`config.mk`:
```
export PLATFORM = sky130hd
export DESIGN_NAME = srw_seq
export DESIGN_NICKNAME = d
export VERILOG_FILES = /design/src/design/srw_pkg.sv /design/src/design/srw_seq.sv
export SDC_FILE = /design/constraint.sdc
export NUM_CORES = 1
export LEC_CHECK = 0
export BUFFER_PORTS_ARGS = -buffer_cell sky130_fd_sc_hd__buf_2
export CAP_MARGIN = 30
export CORE_ASPECT_RATIO = 1.75
export CORE_MARGIN = 4
export CORE_UTILIZATION = 46
export DETAILED_ROUTE_END_ITERATION = 12
export PLACE_DENSITY = 0.72
export SLEW_MARGIN = 15
export SYNTH_ARGS = -nofsm -noshare
export SYNTH_HDL_FRONTEND = slang
export SYNTH_SLANG_ARGS = --single-unit
export TNS_END_PERCENT = 1
```
`constraint.sdc`:
```
create_clock -name aclk -period 4.9 [get_ports aclk]
set_input_delay 0.98 -clock aclk [delete_from_list [all_inputs] [get_ports aclk]]
set_output_delay 0.98 -clock aclk [all_outputs]
set_load 0.005 [all_outputs]
```
`src/design/srw_pkg.sv`:
```
// shared types, constants and codes of the synapse rewiring engine
package srw_pkg;

    localparam int MAX_NEURONS      = 256;
    localparam int MAX_CONNECTIONS  = 16;
    localparam int MAX_BLOCK_SPIKES = 64;
    localparam int NUM_SOURCES      = 1024;

    localparam int SRC_W      = $clog2(NUM_SOURCES);
    localparam int NEURON_W   = 8;
    localparam int SLOT_W     = 4;
    localparam int ACT_W      = 3;
    localparam int STAT_W     = 3;
    localparam int CONN_CFG_W = 5;
    localparam int NEUR_CFG_W = 9;
    localparam int CFG_DATA_W = 9;
    localparam int CFG_IDX_W  = 1;

    localparam int CONN_CFG_RESET = 16;
    localparam int NEUR_CFG_RESET = 256;

    localparam int TBL_DEPTH = MAX_NEURONS * MAX_CONNECTIONS;
    localparam int TBL_AW    = $clog2(TBL_DEPTH);

    typedef enum logic [CFG_IDX_W-1:0] {
        CFG_CONNECTIONS = 1'b0,
        CFG_NEURONS     = 1'b1
    } cfg_index_t;

    typedef enum logic [ACT_W-1:0] {
        ACT_CLEAR  = 3'd0,
        ACT_APPEND = 3'd1,
        ACT_LEARN  = 3'd2,
        ACT_WRITE  = 3'd3,
        ACT_READ   = 3'd4
    } action_t;

    typedef enum logic [STAT_W-1:0] {
        STAT_OK        = 3'd0,
        STAT_FULL      = 3'd1,
        STAT_NO_UNUSED = 3'd2,
        STAT_NO_NEW    = 3'd3,
        STAT_RANGE     = 3'd4
    } status_t;

    typedef enum logic [2:0] {
        S_IDLE,
        S_DISPATCH,
        S_ROW,
        S_SPIKES,
        S_FLUSH,
        S_DECIDE,
        S_READ_WAIT,
        S_RESP
    } seq_state_t;

    typedef struct packed {
        logic [ACT_W-1:0]    action;
        logic [SRC_W-1:0]    spike_source;
        logic [NEURON_W-1:0] neuron;
        logic [SLOT_W-1:0]   slot;
        logic [SRC_W-1:0]    entry_value;
    } in_item_t;

    typedef struct packed {
        logic [STAT_W-1:0] status;
        logic              replaced;
        logic [SLOT_W-1:0] replaced_slot;
        logic [SRC_W-1:0]  old_source;
        logic [SRC_W-1:0]  new_source;
        logic [SRC_W-1:0]  read_value;
    } out_item_t;

    typedef struct packed {
        logic              wr_en;
        logic              rd_en;
        logic [TBL_AW-1:0] addr;
        logic [SRC_W-1:0]  wr_data;
    } tbl_req_t;

    typedef struct packed {
        logic             clear;
        logic             append;
        logic             rd_en;
        logic [SRC_W-1:0] append_src;
    } spk_cmd_t;

    typedef struct packed {
        logic              clear;
        logic              load;
        logic [SLOT_W-1:0] load_slot;
        logic              cmp;
    } match_ctrl_t;

    typedef struct packed {
        logic              found_unused;
        logic [SLOT_W-1:0] unused_slot;
        logic [SRC_W-1:0]  old_source;
        logic              found_new;
        logic [SRC_W-1:0]  new_source;
    } match_stat_t;

endpackage

```
`src/design/srw_seq.sv`:
```
// sequencer: handshakes, configuration registers and per-action control
module srw_seq #(
    parameter int MAX_BLOCK_SPIKES = srw_pkg::MAX_BLOCK_SPIKES,
    localparam int SPK_AW = $clog2(MAX_BLOCK_SPIKES),
    localparam int CNT_W  = $clog2(MAX_BLOCK_SPIKES + 1)
) (
    input  logic                             aclk,
    input  logic                             aresetn,
    input  logic                             s_valid,
    output logic                             s_ready,
    input  srw_pkg::in_item_t                s_data,
    output logic                             m_valid,
    input  logic                             m_ready,
    output srw_pkg::out_item_t               m_data,
    input  logic                             cfg_wr_en,
    input  logic [srw_pkg::CFG_IDX_W-1:0]    cfg_index,
    input  logic [srw_pkg::CFG_DATA_W-1:0]   cfg_wr_data,
    output srw_pkg::tbl_req_t                tbl_req,
    input  logic [srw_pkg::SRC_W-1:0]        tbl_rd_data,
    output srw_pkg::spk_cmd_t                spk_cmd,
    output logic [SPK_AW-1:0]                spk_rd_addr,
    input  logic [CNT_W-1:0]                 spk_count,
    output srw_pkg::match_ctrl_t             mctrl,
    input  srw_pkg::match_stat_t             mstat,
    output logic [srw_pkg::CONN_CFG_W-1:0]   used
);

    function automatic logic [srw_pkg::TBL_AW-1:0] tbl_addr(
        input logic [srw_pkg::NEURON_W-1:0] neuron,
        input logic [srw_pkg::SLOT_W-1:0]   slot
    );
        return srw_pkg::TBL_AW'(int'(neuron) * srw_pkg::MAX_CONNECTIONS + int'(slot));
    endfunction

    srw_pkg::seq_state_t              state_reg, state_next;
    srw_pkg::in_item_t                item_reg, item_next;
    srw_pkg::out_item_t               res_reg, res_next;
    srw_pkg::out_item_t               out_reg, out_next;
    logic                             m_valid_reg, m_valid_next;
    logic                             s_ready_reg;
    logic [srw_pkg::SLOT_W-1:0]       row_idx_reg, row_idx_next;
    logic [SPK_AW-1:0]                spk_idx_reg, spk_idx_next;
    logic                             ld_pend_reg, ld_pend_next;
    logic [srw_pkg::SLOT_W-1:0]       ld_slot_reg, ld_slot_next;
    logic                             cmp_pend_reg, cmp_pend_next;
    logic [srw_pkg::CONN_CFG_W-1:0]   conn_cfg_reg;
    logic [srw_pkg::NEUR_CFG_W-1:0]   neur_cfg_reg;
    logic [srw_pkg::NEUR_CFG_W-1:0]   eff_neur;
    logic                             neuron_ok;

    assign used = (conn_cfg_reg > srw_pkg::CONN_CFG_W'(srw_pkg::MAX_CONNECTIONS))
                ? srw_pkg::CONN_CFG_W'(srw_pkg::MAX_CONNECTIONS) : conn_cfg_reg;
    assign eff_neur = (neur_cfg_reg > srw_pkg::NEUR_CFG_W'(srw_pkg::MAX_NEURONS))
                    ? srw_pkg::NEUR_CFG_W'(srw_pkg::MAX_NEURONS) : neur_cfg_reg;
    assign neuron_ok = srw_pkg::NEUR_CFG_W'(item_reg.neuron) < eff_neur;

    assign spk_rd_addr = spk_idx_reg;

    always_comb begin
        state_next    = state_reg;
        item_next     = item_reg;
        res_next      = res_reg;
        out_next      = out_reg;
        m_valid_next  = m_valid_reg && !m_ready;
        row_idx_next  = row_idx_reg;
        spk_idx_next  = spk_idx_reg;
        ld_pend_next  = 1'b0;
        ld_slot_next  = row_idx_reg;
        cmp_pend_next = 1'b0;
        tbl_req       = '0;
        spk_cmd       = '0;
        mctrl.clear     = 1'b0;
        mctrl.load      = ld_pend_reg;
        mctrl.load_slot = ld_slot_reg;
        mctrl.cmp       = cmp_pend_reg;

        unique case (state_reg)
            srw_pkg::S_IDLE: begin
                if (s_valid && s_ready_reg) begin
                    item_next  = s_data;
                    state_next = srw_pkg::S_DISPATCH;
                end
            end
            srw_pkg::S_DISPATCH: begin
                res_next   = '0;
                state_next = srw_pkg::S_RESP;
                unique case (item_reg.action)
                    srw_pkg::ACT_CLEAR: begin
                        spk_cmd.clear = 1'b1;
                    end
                    srw_pkg::ACT_APPEND: begin
                        if (spk_count == CNT_W'(MAX_BLOCK_SPIKES)) begin
                            res_next.status = srw_pkg::STAT_FULL;
                        end else begin
                            spk_cmd.append     = 1'b1;
                            spk_cmd.append_src = item_reg.spike_source;
                        end
                    end
                    srw_pkg::ACT_LEARN: begin
                        if (!neuron_ok) begin
                            res_next.status = srw_pkg::STAT_RANGE;
                        end else begin
                            mctrl.clear  = 1'b1;
                            row_idx_next = '0;
                            state_next   = srw_pkg::S_ROW;
                        end
                    end
                    srw_pkg::ACT_WRITE: begin
                        if (!neuron_ok) begin
                            res_next.status = srw_pkg::STAT_RANGE;
                        end else if (int'(item_reg.slot) < srw_pkg::MAX_CONNECTIONS) begin
                            tbl_req.wr_en   = 1'b1;
                            tbl_req.addr    = tbl_addr(item_reg.neuron, item_reg.slot);
                            tbl_req.wr_data = item_reg.entry_value;
                        end
                    end
                    srw_pkg::ACT_READ: begin
                        if (!neuron_ok) begin
                            res_next.status = srw_pkg::STAT_RANGE;
                        end else if (int'(item_reg.slot) < srw_pkg::MAX_CONNECTIONS) begin
                            tbl_req.rd_en = 1'b1;
                            tbl_req.addr  = tbl_addr(item_reg.neuron, item_reg.slot);
                            state_next    = srw_pkg::S_READ_WAIT;
                        end
                    end
                    default: begin
                    end
                endcase
            end
            srw_pkg::S_READ_WAIT: begin
                res_next.read_value = tbl_rd_data;
                state_next          = srw_pkg::S_RESP;
            end
            srw_pkg::S_ROW: begin
                tbl_req.rd_en = 1'b1;
                tbl_req.addr  = tbl_addr(item_reg.neuron, row_idx_reg);
                ld_pend_next  = 1'b1;
                row_idx_next  = row_idx_reg + srw_pkg::SLOT_W'(1);
                if (row_idx_reg == srw_pkg::SLOT_W'(srw_pkg::MAX_CONNECTIONS - 1)) begin
                    spk_idx_next = '0;
                    state_next   = (spk_count == '0) ? srw_pkg::S_FLUSH : srw_pkg::S_SPIKES;
                end
            end
            srw_pkg::S_SPIKES: begin
                spk_cmd.rd_en = 1'b1;
                cmp_pend_next = 1'b1;
                spk_idx_next  = spk_idx_reg + SPK_AW'(1);
                if (CNT_W'(spk_idx_reg) + CNT_W'(1) == spk_count) begin
                    state_next = srw_pkg::S_FLUSH;
                end
            end
            srw_pkg::S_FLUSH: begin
                state_next = srw_pkg::S_DECIDE;
            end
            srw_pkg::S_DECIDE: begin
                state_next = srw_pkg::S_RESP;
                if (!mstat.found_unused) begin
                    res_next.status = srw_pkg::STAT_NO_UNUSED;
                end else if (!mstat.found_new) begin
                    res_next.status = srw_pkg::STAT_NO_NEW;
                end else begin
                    res_next.replaced      = 1'b1;
                    res_next.replaced_slot = mstat.unused_slot;
                    res_next.old_source    = mstat.old_source;
                    res_next.new_source    = mstat.new_source;
                    tbl_req.wr_en          = 1'b1;
                    tbl_req.addr           = tbl_addr(item_reg.neuron, mstat.unused_slot);
                    tbl_req.wr_data        = mstat.new_source;
                end
            end
            srw_pkg::S_RESP: begin
                if (!m_valid_reg || m_ready) begin
                    out_next     = res_reg;
                    m_valid_next = 1'b1;
                    state_next   = srw_pkg::S_IDLE;
                end
            end
            default: begin
                state_next = srw_pkg::S_IDLE;
            end
        endcase
    end

    always_ff @(posedge aclk) begin
        if (!aresetn) begin
            state_reg    <= srw_pkg::S_IDLE;
            s_ready_reg  <= 1'b0;
            m_valid_reg  <= 1'b0;
            ld_pend_reg  <= 1'b0;
            cmp_pend_reg <= 1'b0;
            conn_cfg_reg <= srw_pkg::CONN_CFG_W'(srw_pkg::CONN_CFG_RESET);
            neur_cfg_reg <= srw_pkg::NEUR_CFG_W'(srw_pkg::NEUR_CFG_RESET);
        end else begin
            state_reg    <= state_next;
            s_ready_reg  <= (state_next == srw_pkg::S_IDLE);
            m_valid_reg  <= m_valid_next;
            ld_pend_reg  <= ld_pend_next;
            cmp_pend_reg <= cmp_pend_next;
            if (cfg_wr_en) begin
                unique case (cfg_index)
                    srw_pkg::CFG_CONNECTIONS: begin
                        conn_cfg_reg <= cfg_wr_data[srw_pkg::CONN_CFG_W-1:0];
                    end
                    srw_pkg::CFG_NEURONS: begin
                        neur_cfg_reg <= cfg_wr_data[srw_pkg::NEUR_CFG_W-1:0];
                    end
                endcase
            end
        end
    end

    always_ff @(posedge aclk) begin
        item_reg    <= item_next;
        res_reg     <= res_next;
        out_reg     <= out_next;
        row_idx_reg <= row_idx_next;
        spk_idx_reg <= spk_idx_next;
        ld_slot_reg <= ld_slot_next;
    end

    assign s_ready = s_ready_reg;
    assign m_valid = m_valid_reg;
    assign m_data  = out_reg;

endmodule

```
==> results of run 1 <==
[per-stage QoR]
stage           util  cell area [µm²]  cells
5_1_grt        0.609             7660    801
3_5_place_dp   0.560             7040    766
4_1_cts        0.606             7610    798
2_1_floorplan      -             5940    426
3_3_place_gp   0.558             7010    764
6_report       0.609             7660    801
[logic make-up (layout without fill, tap and decap cells)]
kind of cell / count (synthesis) / count (layout) / synth area share
muxes: 5 / 5 / 0.00844
adders and majority gates: 9 / 9 / 0.0190
DFF: 146 / 146 / 0.697
and+or+nand+nor: 149 / 149 / 0.140
xor gates and xnor gates: 13 / 13 / 0.0238
AOI/OAI and AO/OA: 73 / 73 / 0.0865
buffers and inverters: 31 / 238 / 0.0249
[metal layers]
layer | vias up | wire length [µm]
li1 | 1969 | -
met1 | 1983 | 4980
met2 | 137 | 7490
met3 | 16 | 856
met4 | 0 | 198
met5 | - | 0
[worst max path at each step]
| stage | startpoint | endpoint | slack (ns) | cells past startpoint |
|---|---|---|---|---|
| after global placement | neur_cfg_reg[8]$_SDFFE_PN1P_ | tbl_req[17] | 1.26 | 8 |
| after detailed placement | state_reg[2]$_SDFF_PN0_ | tbl_req[15] | 1.30 | 5 |
| after CTS | state_reg[2]$_SDFF_PN0_ | tbl_req[15] | 0.85 | 5 |
| after floorplan | s_valid | state_reg[0]$_SDFF_PN0_ | 1.31 | 5 |
| after global routing | neur_cfg_reg[8]$_SDFFE_PN1P_ | tbl_req[9] | 0.94 | 8 |
| final | neur_cfg_reg[8]$_SDFFE_PN1P_ | tbl_req[0] | 1.05 | 8 |
[power breakdown]
| part | internal, mW | switching [mW] |
|---|---|---|
| combinational | 0.228 | 0.380 |
| clock | 0.714 | 0.524 |
| sequential | 1.61 | 0.108 |
[final cells by class]
class                           count  area (µm²)  area share
Sequential cell                   146        4130       0.540
Inverter                           11        41.3     0.00539
Clock inverter                     14         144      0.0188
Tap cell                          168         210      0.0275
Multi-Input combinational cell    249        1670       0.218
Clock buffer                       18         429      0.0560
Timing Repair Buffer              195        1030       0.134
[cells in the mapped netlist (all sizes together) (2+ instances only)]
| library cell | count |
|---|---|
| mux2i | 5 |
| nand3 | 10 |
| nand4 | 2 |
| a22oi | 4 |
| xnor3 | 2 |
| nand2 | 29 |
| a22o | 9 |
| buf | 5 |
| a21oi | 14 |
| nor4 | 3 |
| and3 | 25 |
| o31ai | 2 |
| and2 | 24 |
| nor2b | 5 |
| a21boi | 8 |
| dfxtp | 25 |
| a31oi | 4 |
| a211oi | 3 |
| or4 | 2 |
| nor2 | 27 |
| edfxtp | 121 |
| ha | 9 |
| xnor2 | 7 |
| clkbuf | 15 |
| nor3 | 2 |
| inv | 10 |
| nor3b | 3 |
| o211ai | 2 |
| o21ai | 16 |
| a2111oi | 2 |
| xor2 | 4 |
| nand2b | 11 |
==> metrics.cfg, run 1 <==
[run_status]
outcome=finished clean

[hold_path]
min_from=res_reg[37]$_SDFFCE_PP0P_
holdPathStages=0
hold_path_class=reg -> reg
min_to=m_data[37]$_DFFE_PP_

[critical_path]
path_max_fanout=10
crit_top_cell=o211ai_1
crit_path_start_kind=register
cp_slowest_cell=a211oi_4
timing.rr.start=neur_cfg_reg[8]$_SDFFE_PN1P_
r2r_slack_ns=2.26
cp_top_family=compound AO/OA/AOI/OAI gates
end_kind=output pin
crit_buf_inv=1
path_cells=nand2b_1 > ha_1 > a211o_1 > o211ai_1 > o211ai_1 > a211oi_4 > a22o_1 > buf_2
required_ns=3.92
r2r_cells=7
cpPeakStageDelay_ns=0.61
critical_path_class=reg -> out
crit_arrival_ns=2.87
r2r-end=ld_slot_next[0]$_SDFFCE_PN0P_

[route]
drt_wl_total_um=13500
dr_total_vias=4105
ant_nets=0
drc=0
wl_per_cell_um=16.9
drt-initial-drc-count=200
first_pass_iters=4
vias_per_cell=5.12

[power]
total_power_mw=3.57
max-vdd-ir-drop_mv=0.308
p_leak_nw=3.15
p_per_area_nw_per_um2=466

[layout]
layout-drive-gt1-share=0.379
fillers=1040
diodes=0
area_growth_syn_to_layout_pct=29.1
final_cell_mix=188 x buf_2, 121 x edfxtp_1, 29 x nand2_1, 26 x nor2_1
nNetsFinal=722
final_common_cell=buf_2

[die]
die_area_um2=14800
fp-row-count=54
fp.coreArea_um2=12600
ioPinCount=188
fp.dieH_um=158
die_w_um=93.8
start_util=0.472

[logic_synthesis]
ys_seq_elements=146
synth_area_per_cell_um2=13.9
synth_edf_count=121
syn_area_um2=5930
yosysSeqAreaShare=0.697
ys_async_sr_fraction=0
yosys_warnings=0
synth.top_cell.area_share=0.613
synthesis.nets=528
synthTopCellsByArea=edfxtp_1 61%, dfxtp_1 8.4%, and3_1 2.6%
synthCells=426
yosys.area.top_type=edfxtp_1
ys_types=59
synth_flop_cell=edfxtp_1

[clock_tree]
clkSinkCount=146
numCtsBuffers=17
clk_pin_slew_ns=0.06
ctsRootBufferMaster=clkbuf_16
cts_buffer_depth=2
ctsResizeCount=0
post_cts_buffers=0
cts_tree=built
clk_latency_ns=0.41
ctsHoldBuffers=0
h-tree-depth=4

[timing]
fin_setup_tns_ns=0
rsz0062_at_grt=false
relSlewSlack=0.393
fin_crit_ns=3.85
tightest_slew_ns=0.888
skew_ns=0.00909
finalMaxSlewViolations=0
setup_violations=0
finalCritPeriodShare=0.785
max_freq_mhz=260
fin_ws_ns=1.05
timing.hold.ws_ns=0.416
hold_viol_final=0

[grt]
grt_max_degree=39
grtUsageMet1=0.195
met3_usage=0.0456
first_global_vias=4164
use_met2=0.343
grt_usage=0.182
grt_pass1_wl_um=20700
grt_overflow=0
antenna_found_initial=0
top_usage_layer=met2

[place]
place.gp.congestion=0.774
dpl.hpwl_um=10000
port_buffers=187
dp_slack_ns=1.30

[job]
maxCapViolations=0

Power figures use the tool's default switching activity.
==> run 2, diff against run 1 <==
==> constraint.sdc (replaced) <==
create_clock -name aclk -period 3.1 [get_ports aclk]
set_input_delay 0.62 -clock aclk [delete_from_list [all_inputs] [get_ports aclk]]
set_output_delay 0.62 -clock aclk [all_outputs]
set_load 0.005 [all_outputs]
==> metrics.cfg, run 2 (synthesis results as in run 1) <==
[run_status]
outcome=finished, violations left
violations=negative setup slack

[place]
place.gp.congestion=0.820
dpl.hpwl_um=10300
port_buffers=187
dp_slack_ns=0.278

[layout]
utilization=0.620
nNetsFinal=733
final_common_cell=buf_2
final_cell_mix=187 x buf_2, 121 x edfxtp_1, 28 x nand2_1, 26 x nor2_1, 25 x and3_1
layout-drive-gt1-share=0.398
area_growth_syn_to_layout_pct=31.4
diodes=0

[clock_tree]
cts_buffer_depth=2
ctsRootBufferMaster=clkbuf_16
numCtsBuffers=17
clkSinkCount=146
clk_latency_ns=0.41
cts_tree=built
h-tree-depth=4
clk_pin_slew_ns=0.06

[route]
drt-initial-drc-count=208
dr.max_layer_used=met4
drt_wl_total_um=14000
drc=0
wl_per_cell_um=17.2
wl_met1_um=4980
vias_per_cell=5.18
first_pass_iters=4
met3_length_um=1020
route.met2.wl_um=7680
ant_nets=0
dr_total_vias=4205

[power]
p_comb_frac=0.183
seq_power_share=0.467
p_leak_nw=3.23
power_frac_clock=0.350
p_per_area_nw_per_um2=740
max-vdd-ir-drop_mv=0.416
swShare=0.281
p_switching_mw=1.62
p_int_mw=4.15

[timing]
finalCritPeriodShare=1.01
tightest_slew_ns=0.756
relSlewSlack=0.483
setup_violations=1
fin_ws_ns=-0.0237
finalMaxSlewViolations=0
max_freq_mhz=320
skew_ns=0.00783
hold_viol_final=0
fin_crit_ns=3.12
rsz0062_at_grt=true

[die]
fp.coreArea_um2=12600
die_w_um=93.8
fp-row-count=54
fp.dieH_um=158
start_util=0.472
die_area_um2=14800
ioPinCount=188

[grt]
antenna_found_initial=0
first_global_vias=4202
grt_overflow=0
grt_pass1_wl_um=20900
grt_usage=0.186
grt_max_degree=39

[critical_path]
required_ns=2.48
path_max_fanout=6
end_kind=output pin
crit_path_start_kind=register
critical_path_class=reg -> out
crit_arrival_ns=2.50

[job]
maxCapViolations=0

[hold_path]
hold_path_class=in -> reg

[run 2: changes by cell type in the layout (fill, tap and decap cells not counted), sizes merged]
cell and change:
buf +10, bufinv +1, clkinvlp -2, clkbuf -1, inv +1, and2b +1
[run 2: cell type report]
cell class / instances / area, µm²
Clock buffer: 17 / 425
Clock inverter: 14 / 168
Fill cell: 1001 / 4780
Inverter: 11 / 41.3
Multi-Input combinational cell: 250 / 1710
Sequential cell: 146 / 4140
Tap cell: 168 / 210
Timing Repair Buffer: 205 / 1100
[run 2: timing repair]
action                     4_1_cts  5_1_grt
hold endpoints to repair         0        0
buffers inserted                 2        0
setup endpoints to repair       25       35
hold buffers                     0        0
gates resized for setup          9        8
pin swaps                        9        7
cloned                           1        1
[run 2: critical path, stage by stage (launching register included)]
cell	delay [ns]
dfxtp_4	0.35
nand2b_4	0.14
ha_4	0.23
a211o_1	0.26
o211ai_1	0.14
o211ai_1	0.21
a211oi_4	0.32
buf_6	0.18
a22o_1	0.16
buf_2	0.11
[run 2: metal layers]
metal  vias up  GRT usage
li1       1990          -
met1      2014      0.193
met2       174      0.342
met3        27     0.0580
met4         0     0.0758
met5         -          0
[run 2: through the flow]
stage	hold WS [ns]	std cells	area (µm²)	total power, mW	setup TNS (ns)
2_1_floorplan	0.397	426	5940	3.31	0
3_3_place_gp	0.401	775	7100	3.70	0
4_1_cts	0.359	809	7750	5.79	-0.430
3_5_place_dp	0.405	775	7100	3.75	0
5_1_grt	0.353	811	7790	6.03	-1.12
6_report	0.377	811	7790	5.77	-0.0237
[run 2: final timing paths]
kind	from	end	slack (ns)	cells past startpoint
setup / recovery	neur_cfg_reg[8]$_SDFFE_PN1P_	tbl_req[1]	-0.02	9
hold / removal	s_data[24]	item_reg[24]$_DFFE_PP_	0.38	1
setup reg to reg	neur_cfg_reg[8]$_SDFFE_PN1P_	ld_slot_next[2]$_SDFFCE_PN0P_	0.62	7
hold reg to reg	res_reg[6]$_SDFFCE_PN0P_	m_data[6]$_DFFE_PP_	0.42	0
[run 2: power by group through the flow]
stage / Combinational [mW] / Clock [mW] / Sequential [mW]
final: 1.05 / 2.02 / 2.70
after global routing: 1.16 / 2.15 / 2.72
after CTS: 1.03 / 2.06 / 2.69
after detailed placement: 1.02 / 0 / 2.73
after global placement: 0.982 / 0 / 2.72
after floorplan: 0.628 / 0 / 2.68
