<file path="src/design/srw_pkg.sv">
// shared types, constants and codes of the synapse rewiring engine
package srw_pkg;

    localparam int MAX_NEURONS      = 256;
    localparam int MAX_CONNECTIONS  = 16;
    localparam int MAX_BLOCK_SPIKES = 64;
    localparam int NUM_SOURCES      = 1024;

    localparam int SRC_W      = $clog2(NUM_SOURCES);
    localparam int NEURON_W   = 8;
    localparam int SLOT_W     = 4;
    localparam int ACT_W      = 3;
    localparam int STAT_W     = 3;
    localparam int CONN_CFG_W = 5;
    localparam int NEUR_CFG_W = 9;
    localparam int CFG_DATA_W = 9;
    localparam int CFG_IDX_W  = 1;

    localparam int CONN_CFG_RESET = 16;
    localparam int NEUR_CFG_RESET = 256;

    localparam int TBL_DEPTH = MAX_NEURONS * MAX_CONNECTIONS;
    localparam int TBL_AW    = $clog2(TBL_DEPTH);

    typedef enum logic [CFG_IDX_W-1:0] {
        CFG_CONNECTIONS = 1'b0,
        CFG_NEURONS     = 1'b1
    } cfg_index_t;

    typedef enum logic [ACT_W-1:0] {
        ACT_CLEAR  = 3'd0,
        ACT_APPEND = 3'd1,
        ACT_LEARN  = 3'd2,
        ACT_WRITE  = 3'd3,
        ACT_READ   = 3'd4
    } action_t;

    typedef enum logic [STAT_W-1:0] {
        STAT_OK        = 3'd0,
        STAT_FULL      = 3'd1,
        STAT_NO_UNUSED = 3'd2,
        STAT_NO_NEW    = 3'd3,
        STAT_RANGE     = 3'd4
    } status_t;

    typedef enum logic [2:0] {
        S_IDLE,
        S_DISPATCH,
        S_ROW,
        S_SPIKES,
        S_FLUSH,
        S_DECIDE,
        S_READ_WAIT,
        S_RESP
    } seq_state_t;

    typedef struct packed {
        logic [ACT_W-1:0]    action;
        logic [SRC_W-1:0]    spike_source;
        logic [NEURON_W-1:0] neuron;
        logic [SLOT_W-1:0]   slot;
        logic [SRC_W-1:0]    entry_value;
    } in_item_t;

    typedef struct packed {
        logic [STAT_W-1:0] status;
        logic              replaced;
        logic [SLOT_W-1:0] replaced_slot;
        logic [SRC_W-1:0]  old_source;
        logic [SRC_W-1:0]  new_source;
        logic [SRC_W-1:0]  read_value;
    } out_item_t;

    typedef struct packed {
        logic              wr_en;
        logic              rd_en;
        logic [TBL_AW-1:0] addr;
        logic [SRC_W-1:0]  wr_data;
    } tbl_req_t;

    typedef struct packed {
        logic             clear;
        logic             append;
        logic             rd_en;
        logic [SRC_W-1:0] append_src;
    } spk_cmd_t;

    typedef struct packed {
        logic              clear;
        logic              load;
        logic [SLOT_W-1:0] load_slot;
        logic              cmp;
    } match_ctrl_t;

    typedef struct packed {
        logic              found_unused;
        logic [SLOT_W-1:0] unused_slot;
        logic [SRC_W-1:0]  old_source;
        logic              found_new;
        logic [SRC_W-1:0]  new_source;
    } match_stat_t;

endpackage

</file>
<file path="src/design/srw_match.sv">
// row register bank with shared compare unit, hit tracking and first-unused search
module srw_match (
    input  logic                           aclk,
    input  logic                           aresetn,
    input  srw_pkg::match_ctrl_t           ctrl,
    input  logic [srw_pkg::SRC_W-1:0]      row_data,
    input  logic [srw_pkg::SRC_W-1:0]      spike_data,
    input  logic [srw_pkg::CONN_CFG_W-1:0] used,
    output srw_pkg::match_stat_t           stat
);

    logic [srw_pkg::SRC_W-1:0]           row_reg [srw_pkg::MAX_CONNECTIONS];
    logic [srw_pkg::MAX_CONNECTIONS-1:0] hit_reg;
    logic [srw_pkg::MAX_CONNECTIONS-1:0] in_use;
    logic [srw_pkg::MAX_CONNECTIONS-1:0] match_vec;
    logic                                found_new_reg;
    logic [srw_pkg::SRC_W-1:0]           new_src_reg;
    logic                                first_new;
    logic                                found_unused;
    logic [srw_pkg::SLOT_W-1:0]          unused_slot;

    always_comb begin
        for (int i = 0; i < srw_pkg::MAX_CONNECTIONS; i++) begin
            in_use[i]    = srw_pkg::CONN_CFG_W'(i) < used;
            match_vec[i] = in_use[i] && (row_reg[i] == spike_data);
        end
    end

    assign first_new = ctrl.cmp && !found_new_reg && (match_vec == '0);

    always_ff @(posedge aclk) begin
        if (ctrl.load) begin
            row_reg[ctrl.load_slot] <= row_data;
        end
        if (first_new) begin
            new_src_reg <= spike_data;
        end
    end

    always_ff @(posedge aclk) begin
        if (!aresetn || ctrl.clear) begin
            hit_reg       <= '0;
            found_new_reg <= 1'b0;
        end else if (ctrl.cmp) begin
            hit_reg <= hit_reg | match_vec;
            if (first_new) begin
                found_new_reg <= 1'b1;
            end
        end
    end

    // lowest used slot whose source never matched a spike
    always_comb begin
        found_unused = 1'b0;
        unused_slot  = '0;
        for (int i = srw_pkg::MAX_CONNECTIONS - 1; i >= 0; i--) begin
            if (in_use[i] && !hit_reg[i]) begin
                found_unused = 1'b1;
                unused_slot  = srw_pkg::SLOT_W'(i);
            end
        end
    end

    assign stat.found_unused = found_unused;
    assign stat.unused_slot  = unused_slot;
    assign stat.old_source   = row_reg[unused_slot];
    assign stat.found_new    = found_new_reg;
    assign stat.new_source   = new_src_reg;

endmodule

</file>
<file path="config.mk">
export PLATFORM = sky130hd
export DESIGN_NAME = srw_match
export DESIGN_NICKNAME = d
export VERILOG_FILES = /design/src/design/srw_pkg.sv /design/src/design/srw_match.sv
export SDC_FILE = /design/constraint.sdc
export NUM_CORES = 1
export LEC_CHECK = 0
export BUFFER_PORTS_ARGS = -buffer_cell sky130_fd_sc_hd__buf_4
export CAP_MARGIN = 20
export CORE_MARGIN = 2
export CORE_UTILIZATION = 50
export CTS_CLUSTER_DIAMETER = 100
export DETAILED_ROUTE_END_ITERATION = 8
export PLACE_DENSITY = 0.81
export SYNTH_ARGS = -nofsm -noshare
export SYNTH_HDL_FRONTEND = slang
export SYNTH_SLANG_ARGS = --single-unit
</file>
<file path="constraint.sdc">
create_clock -name aclk -period 3.1 [get_ports aclk]
set_input_delay 0.465 -clock aclk [delete_from_list [all_inputs] [get_ports aclk]]
set_output_delay 0.465 -clock aclk [all_outputs]
set_load 0.1 [all_outputs]
</file>
==> metrics.md, run 1 <==
| Metric | Value |
|---|---|
| Status | `finished, violations left` |
| Failing checks | `setup timing` |
| Routed WL per cell | `roughly 25 um` |
| Largest register FFs | `160` |
| Via density | `roughly 6.3` |
| Top delay family on crit path | `compound AO/OA/AOI/OAI gates` |
| Switch share | `0.2366` |
| Post-Syn Nets | `774` |
| Clock Path Buffers | `2` |
| Diode count | `0` |
| Crit Path Max Fanout | `8` |
| First-pass GRT wire length | `around 42000 um` |
| Max Cap Viol | `0` |
| Clk_lat worst skew | `roughly 0.43 ns` |
| Hold Crit Class | `in2reg` |
| CP max stage delay | `about 0.54 ns` |
| CP max stage cell | `a2111o_2` |
| Critical R2R Launch | `row_reg[11][8]` |
| Fin. max-slew vios | `0` |
| Final TNS setup | `-3.351 ns` |
| Final worst slack | `-0.4488 ns` |
| Psw | `1.357 mW` |
| Finish-stage setup viols | `10` |
| Synth warnings | `0` |
| Area Overhead vs Synth | `27.27%` |
| CP cell instances | `buf_4 -> a2111oi_4 -> nor3_2 -> a21oi_4 -> o21ai_2 -> o21ai_4 -> buf_12 -> mux4_2 -> a2111o_2 -> buf_12` |
| I/O pin cnt | `60` |
| Layout fillers | `1300` |
| Post-synth EDFFs | `170` |
| Part of the Yosys area used for sequential elements | `0.5700` |
| Skew final | `0.006546 ns` |
| Crit. End Element | `output pin` |
| Nets | `just over 900` |
| Detail Route Antenna Nets | `0` |
| Die area | `0.02023 mm^2` |
| Layout cell share with drive strength beyond 1 | `0.3271` |
| WP depth | `10` |
| Commonest non-fill, non-tap cell in the layout | `edfxtp_1` |
| TritonCTS clock tree | `yes` |
| Root Buffer | `clkbuf_16` |
| 1st-pass router iterations | `7` |
| Worst Path Buf+Inv | `3` |
| Most frequent cells in the layout | `170 x edfxtp_1, 145 x buf_4, 89 x xnor2_1` |
| DR iter-0 viols | `roughly 970` |
| Sequential cell fraction of total power | `0.495` |
| Core area | `~0.019 mm^2` |
| Std-Cell Rows | `50` |
| Total grt overflow | `0` |
| Clock net sink count | `between 150 and 200` |
| Port bufs | `59` |
| Most used cell, CP | `buf_12` |
| Top-area cell type share of the netlist area | `0.5344` |
| Worst vdd rail ir drop | `0.4868 mV` |
| Worst EP required | `2.63 ns` |
| Mapped Area | `between 0.009 and 0.01 mm^2` |
| RR Endpoint | `new_src_reg[2]` |
| Leak | `4.187 nW` |
| Total track usage | `0.2839` |
| CP Launch Point | `used[0]` |
| Gp weighted congestion | `slightly above 0.9` |
| Netlist cell types | `70` |
| Placed Area | `roughly 0.011 mm^2` |
| Top post-synthesis cells by area | `edfxtp_1 53%, xnor2_1 8.2%, xor2_1 6.5%` |
| Post-CTS Hold Buffers | `0` |
| H-tree depth | `4` |
| Crit start category | `primary input` |
| Critical Path End | `stat[11]` |
| P per Cell Area | `around 470 mW/mm^2` |
| Slew @ Worst Pin | `1.108 ns` |
| Combinational share of power | `0.121` |
| Vias in the first global route | `approximately 7100` |
| Area leader, netlist | `edfxtp_1` |
| Syn Inst Count | `740` |
| Drt total wl | `around 28000 um` |
| Total CTS buffers | `17` |
| Fmax achieved | `281.8 MHz` |
| Hold Violations, Final | `0` |
| Clk pwr share | `0.385` |
| Die Span X | `between 100 and 150 um` |
| Hpwl dp | `between 20000 and 25000 um` |
| Relative slew slack | `0.2543` |
| Int Pwr | `~4.4 mW` |
| Hold WS | `0.3452 ns` |
| Starting Density | `0.5107` |
| DR vias | `7221` |
| Post-synth ARST share | `0` |
| Post-route DRC | `0` |
| Layout Utilization | `0.6500` |
| Period utilization | `1.145` |
| Finished Cell Area | `between 0.01 and 0.015 mm^2` |
| Mean post-synth cell area | `12.91 um^2` |
| R2R cell count | `7` |
| Main synth FF type | `edfxtp_1` |
| Clock-pin slew on the worst setup and hold paths | `0.07 ns` |
| Worst R2R Setup Slack | `around 0.31 ns` |
| Synth Register Bits | `roughly 190` |
| Minimum clock period after layout | `3.549 ns` |
| Unrepaired setup endpoints after global routing | `true` |
| Die Ht | `around 140 um` |
| Largest net degree at the start of global routing | `18` |
| Crit path kind | `in2out` |
| Crit path DAT | `3.08 ns` |
| Initial antenna violation count | `0` |
==> kinds of logic after synthesis <==
family,after synthesis,synth area share
flops,187,0.5700
compound gates,123,0.1010
mux,32,0.04623
xor+xnor,160,0.1467
simple gates,186,0.1041
buf+inv,52,0.03196
==> final cells by class <==
cell class	count	area (um^2)	area share
inverters	6	22.52	0.001852
clock inverters	5	81.33	0.006689
multi-input cells	501	4151	0.3415
clock buffers	27	523.0	0.04302
well taps	234	292.8	0.02408
repair buffers	179	1632	0.1342
flip-flops and latches	187	5455	0.4487
==> worst register-to-register path, stage by stage, from the launching register on <==
cell and delay (ns):
edfxtp_1 0.44, xor2_1 0.17, nor4_1 0.31, nand2_1 0.12, nor4_1 0.79, or4_1 0.23
nor4_1 0.06, and3_1 0.37
==> layer usage <==
layer | global-route usage | part of all wire
met5 | 0 | 0
met4 | 0.09263 | 0.026
met3 | 0.06427 | 0.11
met2 | 0.4528 | 0.47
met1 | 0.3877 | 0.39
==> per-stage QoR <==
step / worst slack (ns) / std cells / total power [mW]
after floorplan: -1.141 / 740 / 3.284
after global placement: -0.6781 / 1093 / 3.509
after detailed placement: -0.6833 / 1093 / 3.520
after CTS: -0.4223 / 1135 / 5.724
after global routing: -0.5297 / 1139 / 5.880
final: -0.4488 / 1139 / 5.736
==> cell usage after synthesis (3+ instances only) <==
cell type,n
xor2_1,71
a211oi_1,4
buf_6,7
a221oi_1,3
mux4_2,5
nand3b_1,4
nand4_1,24
nand2_1,33
buf_1,7
nor3_1,14
nor2b_1,3
clkbuf_1,18
nand2b_1,10
nor4_1,23
o21bai_1,4
nand3_1,19
and3_1,5
mux2i_1,7
a21o_1,5
edfxtp_1,170
nor2_1,35
a31oi_1,7
a222oi_1,10
o211ai_1,4
buf_4,6
a22o_1,6
a2111oi_0,3
o21ai_1,3
o21ai_0,8
o21a_1,3
mux2_2,16
buf_2,6
dfxtp_1,17
a21oi_1,19
a22oi_1,19
a41oi_1,3
xnor2_1,89
and2_1,4
inv_1,6
==> power by group through the flow <==
| stage | clock network, mW | registers [mW] | logic [mW] |
|---|---|---|---|
| after floorplan | 0 | 2.94 | 0.342 |
| after global placement | 0 | 2.89 | 0.621 |
| after detailed placement | 0 | 2.89 | 0.630 |
| after CTS | 2.22 | 2.84 | 0.672 |
| after global routing | 2.32 | 2.84 | 0.723 |
| final | 2.21 | 2.84 | 0.693 |
==> repair_timing <==
action,4_1_cts,5_1_grt
gates resized for setup,69,29
gates cloned,1,1
setup buffers,10,5
setup endpoints to repair,10,10
pin swaps,21,18
==> how the worst min path moves through the flow <==
| stage | from | to | slack, ns | depth (start not counted) |
|---|---|---|---|---|
| 6_report | row_data[7] | row_reg[7][7] | 0.35 | 1 |
| 4_1_cts | row_data[7] | row_reg[15][7] | 0.34 | 1 |
| 3_5_place_dp | hit_reg[11] | hit_reg[11] | 0.45 | 2 |
| 2_1_floorplan | hit_reg[11] | hit_reg[11] | 0.43 | 2 |
| 3_3_place_gp | hit_reg[11] | hit_reg[11] | 0.45 | 2 |
| 5_1_grt | row_data[1] | row_reg[12][1] | 0.36 | 1 |
Power figures use the tool's default switching activity.
==> inputs of run 2 (changes only) <==
--- a/config.mk
+++ b/config.mk
@@ -7,6 +7,7 @@
 export LEC_CHECK = 0
 export BUFFER_PORTS_ARGS = -buffer_cell sky130_fd_sc_hd__buf_4
 export CAP_MARGIN = 20
+export CORE_ASPECT_RATIO = 0.6
 export CORE_MARGIN = 2
 export CORE_UTILIZATION = 50
 export CTS_CLUSTER_DIAMETER = 100
==> run 2 against run 1 <==
Effect of this change: the run still ends with setup timing left; non-clock buffer count rose by 7; sequential cell count did not move; via count rose by 1.2%; register-to-register slack improved by 0.15 ns; critical endpoint unchanged; routed wire length rose by 6.3%; cell count rose by 1.7%; total power rose by 1.6%; worst setup slack improved by 0.060 ns; sequential share of layout area fell by 0.60 points; clock-buffer cell count fell by 10; utilization rose by 0.21 points.
==> metrics.md, run 2 (synthesis gave the netlist of run 1 again) <==
| Metric | Value |
|---|---|
| Status | `finished, violations left` |
| Failing checks | `setup timing` |
| Core area | `0.01888 mm^2 (+0.96%)` |
| Finish-stage setup viols | `10 (unchanged)` |
| Commonest non-fill, non-tap cell in the layout | `edfxtp_1` |
| Die Span X | `182.4 um (+28%)` |
| Fmax achieved | `286.6 MHz (+1.7%)` |
| Relative slew slack | `0.3546 (+0.1003)` |
| Area Overhead vs Synth | `28.91%` |
| Detail Route Antenna Nets | `0 (unchanged)` |
| Fin. max-slew vios | `0 (unchanged)` |
| Crit path DAT | `3.02 ns (-0.06 ns)` |
| Largest net degree at the start of global routing | `21 (+3)` |
| Worst EP required | `2.63 ns (about the same)` |
| Hpwl dp | `21820 um (+8.1%)` |
| Skew final | `0.01576 ns (+0.009214 ns)` |
| Minimum clock period after layout | `3.489 ns (-0.05993 ns)` |
| H-tree depth | `4 (unchanged)` |
| Most frequent cells in the layout | `170 x edfxtp_1, 145 x buf_4, 89 x xnor2_1` |
| Crit path kind | `in2out` |
| Vias in the first global route | `6926 (-2.5%)` |
| Diode count | `0 (unchanged)` |
| P per Cell Area | `473.5 mW/mm^2 (+0.35%)` |
| Starting Density | `0.5059 (-0.004839)` |
| Total CTS buffers | `17 (unchanged)` |
| Initial antenna violation count | `0 (unchanged)` |
| I/O pin cnt | `60 (unchanged)` |
| Gp weighted congestion | `0.9976 (+7.9%)` |
| Crit Path Max Fanout | `12 (+4)` |
| Post-CTS Hold Buffers | `0 (unchanged)` |
| Clock-pin slew on the worst setup and hold paths | `0.07 ns (about the same)` |
| Clock Path Buffers | `2 (unchanged)` |
| Die area | `0.02026 mm^2 (+0.18%)` |
| Largest register FFs | `160 (unchanged)` |
| Slew @ Worst Pin | `0.9593 ns (-0.1490 ns)` |
| Die Ht | `111.1 um (-22%)` |
| Worst R2R Setup Slack | `0.46 ns (+0.15 ns)` |
| Finished Cell Area | `0.01231 mm^2 (+1.3%)` |
| TritonCTS clock tree | `yes` |
| DR vias | `7305 (+1.2%)` |
| Root Buffer | `clkbuf_16` |
| Clock net sink count | `187 (unchanged)` |
| Max Cap Viol | `0 (unchanged)` |
| Nets | `933 (+0.76%)` |
| Final worst slack | `-0.3889 ns (+0.05993 ns)` |
| Std-Cell Rows | `39 (-22%)` |
| Crit. End Element | `output pin` |
| Total track usage | `0.3015 (+0.01755)` |
| Period utilization | `1.125 (-0.01933)` |
| Placed Area | `0.01112 mm^2 (+1.0%)` |
| Worst vdd rail ir drop | `0.3985 mV (-18%)` |
| Total grt overflow | `0 (unchanged)` |
| First-pass GRT wire length | `43790 um (+4.0%)` |
| Port bufs | `59 (unchanged)` |
| Layout cell share with drive strength beyond 1 | `0.3410 (+0.01394)` |
| Unrepaired setup endpoints after global routing | `true` |
| Via density | `6.308 (-0.50%)` |
| Clk_lat worst skew | `0.44 ns (about the same)` |
| 1st-pass router iterations | `7 (unchanged)` |
| Post-route DRC | `0 (unchanged)` |
| Drt total wl | `30140 um (+6.3%)` |
| Setup WS pre-CTS | `-0.4483 ns (+0.2350 ns)` |
| Hold Crit Class | `in2reg` |
| Hold Violations, Final | `0 (unchanged)` |
| Leak | `4.254 nW (+1.6%)` |
| Routed WL per cell | `26.03 um (+4.6%)` |
| DR iter-0 viols | `1236 (+27%)` |
| Crit start category | `primary input` |
-- run 2: cell count changes in the layout (fill, tap and decap cells not counted), sizes merged --
| cell | change |
|---|---|
| clkinvlp | -1 |
| inv | +7 |
| clkbuf | -11 |
| buf | +8 |
| bufinv | -1 |
| clkinv | +5 |
-- run 2: worst paths after layout --
path         cells after the start              to           start
min                              1  new_src_reg[7]   spike_data[7]
max                             11        stat[11]         used[1]
max reg2reg                      9  new_src_reg[0]  row_reg[11][7]
min reg2reg                      2     hit_reg[11]     hit_reg[11]
-- run 2: layout make-up --
type / count / area (um^2)
fillers: 1340 / 6570
clock inverters: 15 / 198.9
clock buffers: 17 / 425.4
multi-input cells: 501 / 4168
inverters: 6 / 22.52
repair buffers: 186 / 1740
well taps: 246 / 307.8
flip-flops and latches: 187 / 5451
-- run 2: through the flow --
step | instances | util | hold slack [ns] | TNS (ns) | power, mW
floorplan | 740 | - | 0.4279 | -2.305 | 3.284
global placement | 1110 | 0.5891 | 0.4457 | -3.408 | 3.530
detailed placement | 1110 | 0.5891 | 0.4918 | -3.554 | 3.542
CTS | 1154 | 0.6446 | 0.3128 | -2.591 | 5.815
global route | 1158 | 0.6521 | 0.3076 | -3.357 | 5.979
finish | 1158 | 0.6521 | 0.3265 | -2.656 | 5.831
-- run 2: power by group --
group          total, mW  internal, mW  leakage (nW)  switching, mW
sequential          2.84          2.80          1.68         0.0342
clock               2.28          1.17         0.304           1.10
combinational      0.719         0.264          2.27          0.455
total               5.83          4.24          4.25           1.59
-- run 2: critical path, cell delays in order --
cell      delay [ns]
buf_8           0.13
buf_4           0.14
a211o_1         0.29
a41oi_2         0.25
o21ai_2         0.11
o21ai_4         0.19
buf_12          0.17
mux2_2          0.33
a22o_1          0.24
a2111o_2        0.50
buf_8           0.20
-- run 2: layer usage --
layer  routed length (um)  GRT usage
met3                 4560     0.1219
met1                12520     0.4421
met5                    0          0
met2                12620     0.4186
met4                  442    0.06935
-- run 2: repair_timing --
| item | in CTS | in global routing |
|---|---|---|
| gates cloned | 1 | 0 |
| resized for setup | 73 | 30 |
| buffers inserted | 13 | 6 |
| setup endpoints to repair | 10 | 10 |
| pin swaps | 20 | 21 |
==> inputs of run 3 (changes only) <==
--- a/config.mk
+++ b/config.mk
@@ -5,7 +5,7 @@
 export SDC_FILE = /design/constraint.sdc
 export NUM_CORES = 1
 export LEC_CHECK = 0
-export BUFFER_PORTS_ARGS = -buffer_cell sky130_fd_sc_hd__buf_4
+export BUFFER_PORTS_ARGS = -buffer_cell sky130_fd_sc_hd__buf_2
 export CAP_MARGIN = 20
 export CORE_ASPECT_RATIO = 0.6
 export CORE_MARGIN = 2
==> run 3 against run 2 <==
Effect of this change: the flow still finishes with violations (setup timing); die area is the same; non-clock buffer count grew 25; sequential share of layout area shrank 0.68 points; sequential cell count is the same; final area grew 1.5%; worst setup slack lost 0.017 ns; clock power shrank 2%; cell count grew 2.2%; highest routed layer unchanged.
==> metrics.md, run 3 (synthesis gave the netlist of run 1 again) <==
| Metric | Value |
|---|---|
| Status | `finished, violations left` |
| Failing checks | `setup timing` |
| Layout fillers | `1306 (-2.5%)` |
| Relative slew slack | `0.2442 (-0.1103)` |
| Die area | `0.02026 mm^2 (unchanged)` |
| Port bufs | `59 (unchanged)` |
| I/O pin cnt | `60 (unchanged)` |
| Clk_lat worst skew | `0.45 ns (about the same)` |
| DR vias | `7458 (+2.1%)` |
| Total power | `5.798 mW (-0.56%)` |
| Critical R2R Launch | `row_reg[14][7]` |
| TritonCTS clock tree | `yes` |
| Post-CTS Hold Buffers | `0 (unchanged)` |
| Clock-pin slew on the worst setup and hold paths | `0.07 ns (about the same)` |
| Crit path kind | `reg2out` |
| Most used cell, CP | `buf_12` |
| Std-Cell Rows | `39 (unchanged)` |
| Fin. max-slew vios | `0 (unchanged)` |
| Min-delay src | `spike_data[7]` |
| Core area | `0.01888 mm^2 (unchanged)` |
| FF/Latch Area | `0.005448 mm^2 (about the same)` |
| Leak | `4.389 nW (+3.2%)` |
| Detail Route Antenna Nets | `0 (unchanged)` |
| CP max stage cell | `a2111o_2` |
| Vias in the first global route | `7176 (+3.6%)` |
| Largest net degree at the start of global routing | `19 (-9.5%)` |
| Routed WL per cell | `26.19 um (+0.63%)` |
| Commonest non-fill, non-tap cell in the layout | `edfxtp_1` |
| DR iter-0 viols | `1126 (-8.9%)` |
| Final TNS setup | `-3.400 ns (-0.7442 ns)` |
| Area Overhead vs Synth | `30.82%` |
| CP Launch Point | `hit_reg[11]` |
| Skew final | `0.01303 ns (-0.002730 ns)` |
| 1st-pass router iterations | `6 (-1)` |
| First-pass GRT wire length | `45350 um (+3.6%)` |
| Met1 GRT Util | `0.4594 (+0.01726)` |
| Crit Path Max Fanout | `12 (unchanged)` |
| Period utilization | `1.131 (+0.005631)` |
| Slew @ Worst Pin | `1.123 ns (+0.1640 ns)` |
| Hold Crit Class | `in2reg` |
| P per Cell Area | `464.0 mW/mm^2 (-2.0%)` |
| Layout Cells excl Fill | `1183 (+2.2%)` |
| Total grt overflow | `0 (unchanged)` |
| Largest register FFs | `160 (unchanged)` |
| Drt total wl | `30990 um (+2.8%)` |
| H-tree depth | `4 (unchanged)` |
| Crit. End Element | `output pin` |
| Max Cap Viol | `0 (unchanged)` |
| Met2 Use GR | `0.4186 (unchanged)` |
| Die Ht | `111.1 um (unchanged)` |
| Unrepaired setup endpoints after global routing | `true` |
| Total track usage | `0.3110 (+0.009574)` |
| Via density | `6.304 (about the same)` |
| Starting Density | `0.5059 (unchanged)` |
| Gp weighted congestion | `1.036 (+3.9%)` |
| CP max stage delay | `0.46 ns (-0.04 ns)` |
| Post-route DRC | `0 (unchanged)` |
| Clock net sink count | `187 (unchanged)` |
| Final worst slack | `-0.4063 ns (-0.01746 ns)` |
| Fmax achieved | `285.2 MHz (-0.50%)` |
| CP cell instances | `o21ba_2 -> nand2b_4 -> a221o_1 -> o221ai_2 -> o21ai_4 -> buf_12 -> buf_6 -> mux2_4 -> a22o_1 -> a2111o_2 -> buf_12` |
| Crit path DAT | `3.04 ns (+0.02 ns)` |
| Diode count | `0 (unchanged)` |
| Hold Violations, Final | `0 (unchanged)` |
| Most frequent cells in the layout | `170 x edfxtp_1, 125 x buf_4, 89 x xnor2_1` |
| Layout cell share with drive strength beyond 1 | `0.3543 (+0.01331)` |
| Die Span X | `182.4 um (unchanged)` |
| Hpwl dp | `22570 um (+3.4%)` |
| Clock Path Buffers | `2 (unchanged)` |
| Crit start category | `flip-flop` |
| Worst EP required | `2.63 ns (about the same)` |
| Total CTS buffers | `17 (unchanged)` |
| GR Layer Usage met3 | `0.1390 (+0.01708)` |
| Nets | `958 (+2.7%)` |
| Minimum clock period after layout | `3.506 ns (+0.01746 ns)` |
| Worst vdd rail ir drop | `0.4467 mV (+12%)` |
| Placed cell count | `1130 (+1.8%)` |
| Gr busiest metal | `met1` |
| Root Buffer | `clkbuf_16` |
| Multi-input logic area | `0.004172 mm^2 (about the same)` |
| Finish-stage setup viols | `10 (unchanged)` |
| Initial antenna violation count | `0 (unchanged)` |
## run 3: cell types whose count changed in the layout (fill, tap and decap cells not counted), sizes merged
cell    delta
inv        -1
bufbuf     +1
clkbuf     +4
buf       +21
## run 3: where the power goes
| part | internal [mW] | switching [mW] | leakage (nW) |
|---|---|---|---|
| sequential | 2.80 | 0.0335 | 1.68 |
| clock | 1.14 | 1.08 | 0.290 |
| combinational | 0.273 | 0.464 | 2.42 |
## run 3: layout make-up
| type | count | share of cell area |
|---|---|---|
| sequential | 187 | 0.4359 |
| multi-input combinational | 501 | 0.3338 |
| timing repair buffer | 211 | 0.1571 |
| clock buffer | 18 | 0.03434 |
| tap | 246 | 0.02463 |
| clock inverter | 14 | 0.01241 |
| inverter | 6 | 0.001802 |
## run 3: per-stage QoR
stage | utilization | hold slack [ns] | instance area (um^2) | setup WS, ns
after floorplan | - | 0.4279 | 9734 | -1.141
after global placement | 0.5994 | 0.4459 | 11320 | -0.5298
final | 0.6618 | 0.3883 | 12500 | -0.4063
after CTS | 0.6518 | 0.3858 | 12310 | -0.3868
after detailed placement | 0.5994 | 0.4738 | 11320 | -0.5706
after global routing | 0.6618 | 0.3768 | 12500 | -0.4870
## run 3: timing repair
item | CTS | global route
resized for setup | 66 | 21
setup endpoints to repair | 10 | 10
cloned | 2 | 1
setup buffers | 13 | 7
pin swaps | 23 | 10
## run 3: worst max-delay path: cells and delay by family (launching register included)
kind / cells / cell delay (ns)
AO/OA/AOI/OAI: 6 / 1.36
multiplexers: 1 / 0.29
AND/OR/NAND/NOR: 1 / 0.12
flip-flops: 1 / 0.32
buffers and inverters: 3 / 0.49
## run 3: routing by layer
metal,vias up,share of wire
li1,3170,-
met1,3641,0.41
met2,595,0.41
met3,52,0.16
met4,0,0.019
met5,-,0
## run 3: worst paths after layout
check	endpoint	slack, ns	cells after the start
setup / recovery	stat[13]	-0.41	11
hold / removal	new_src_reg[7]	0.39	1
setup reg to reg	new_src_reg[3]	0.35	8
hold reg to reg	hit_reg[11]	0.49	2
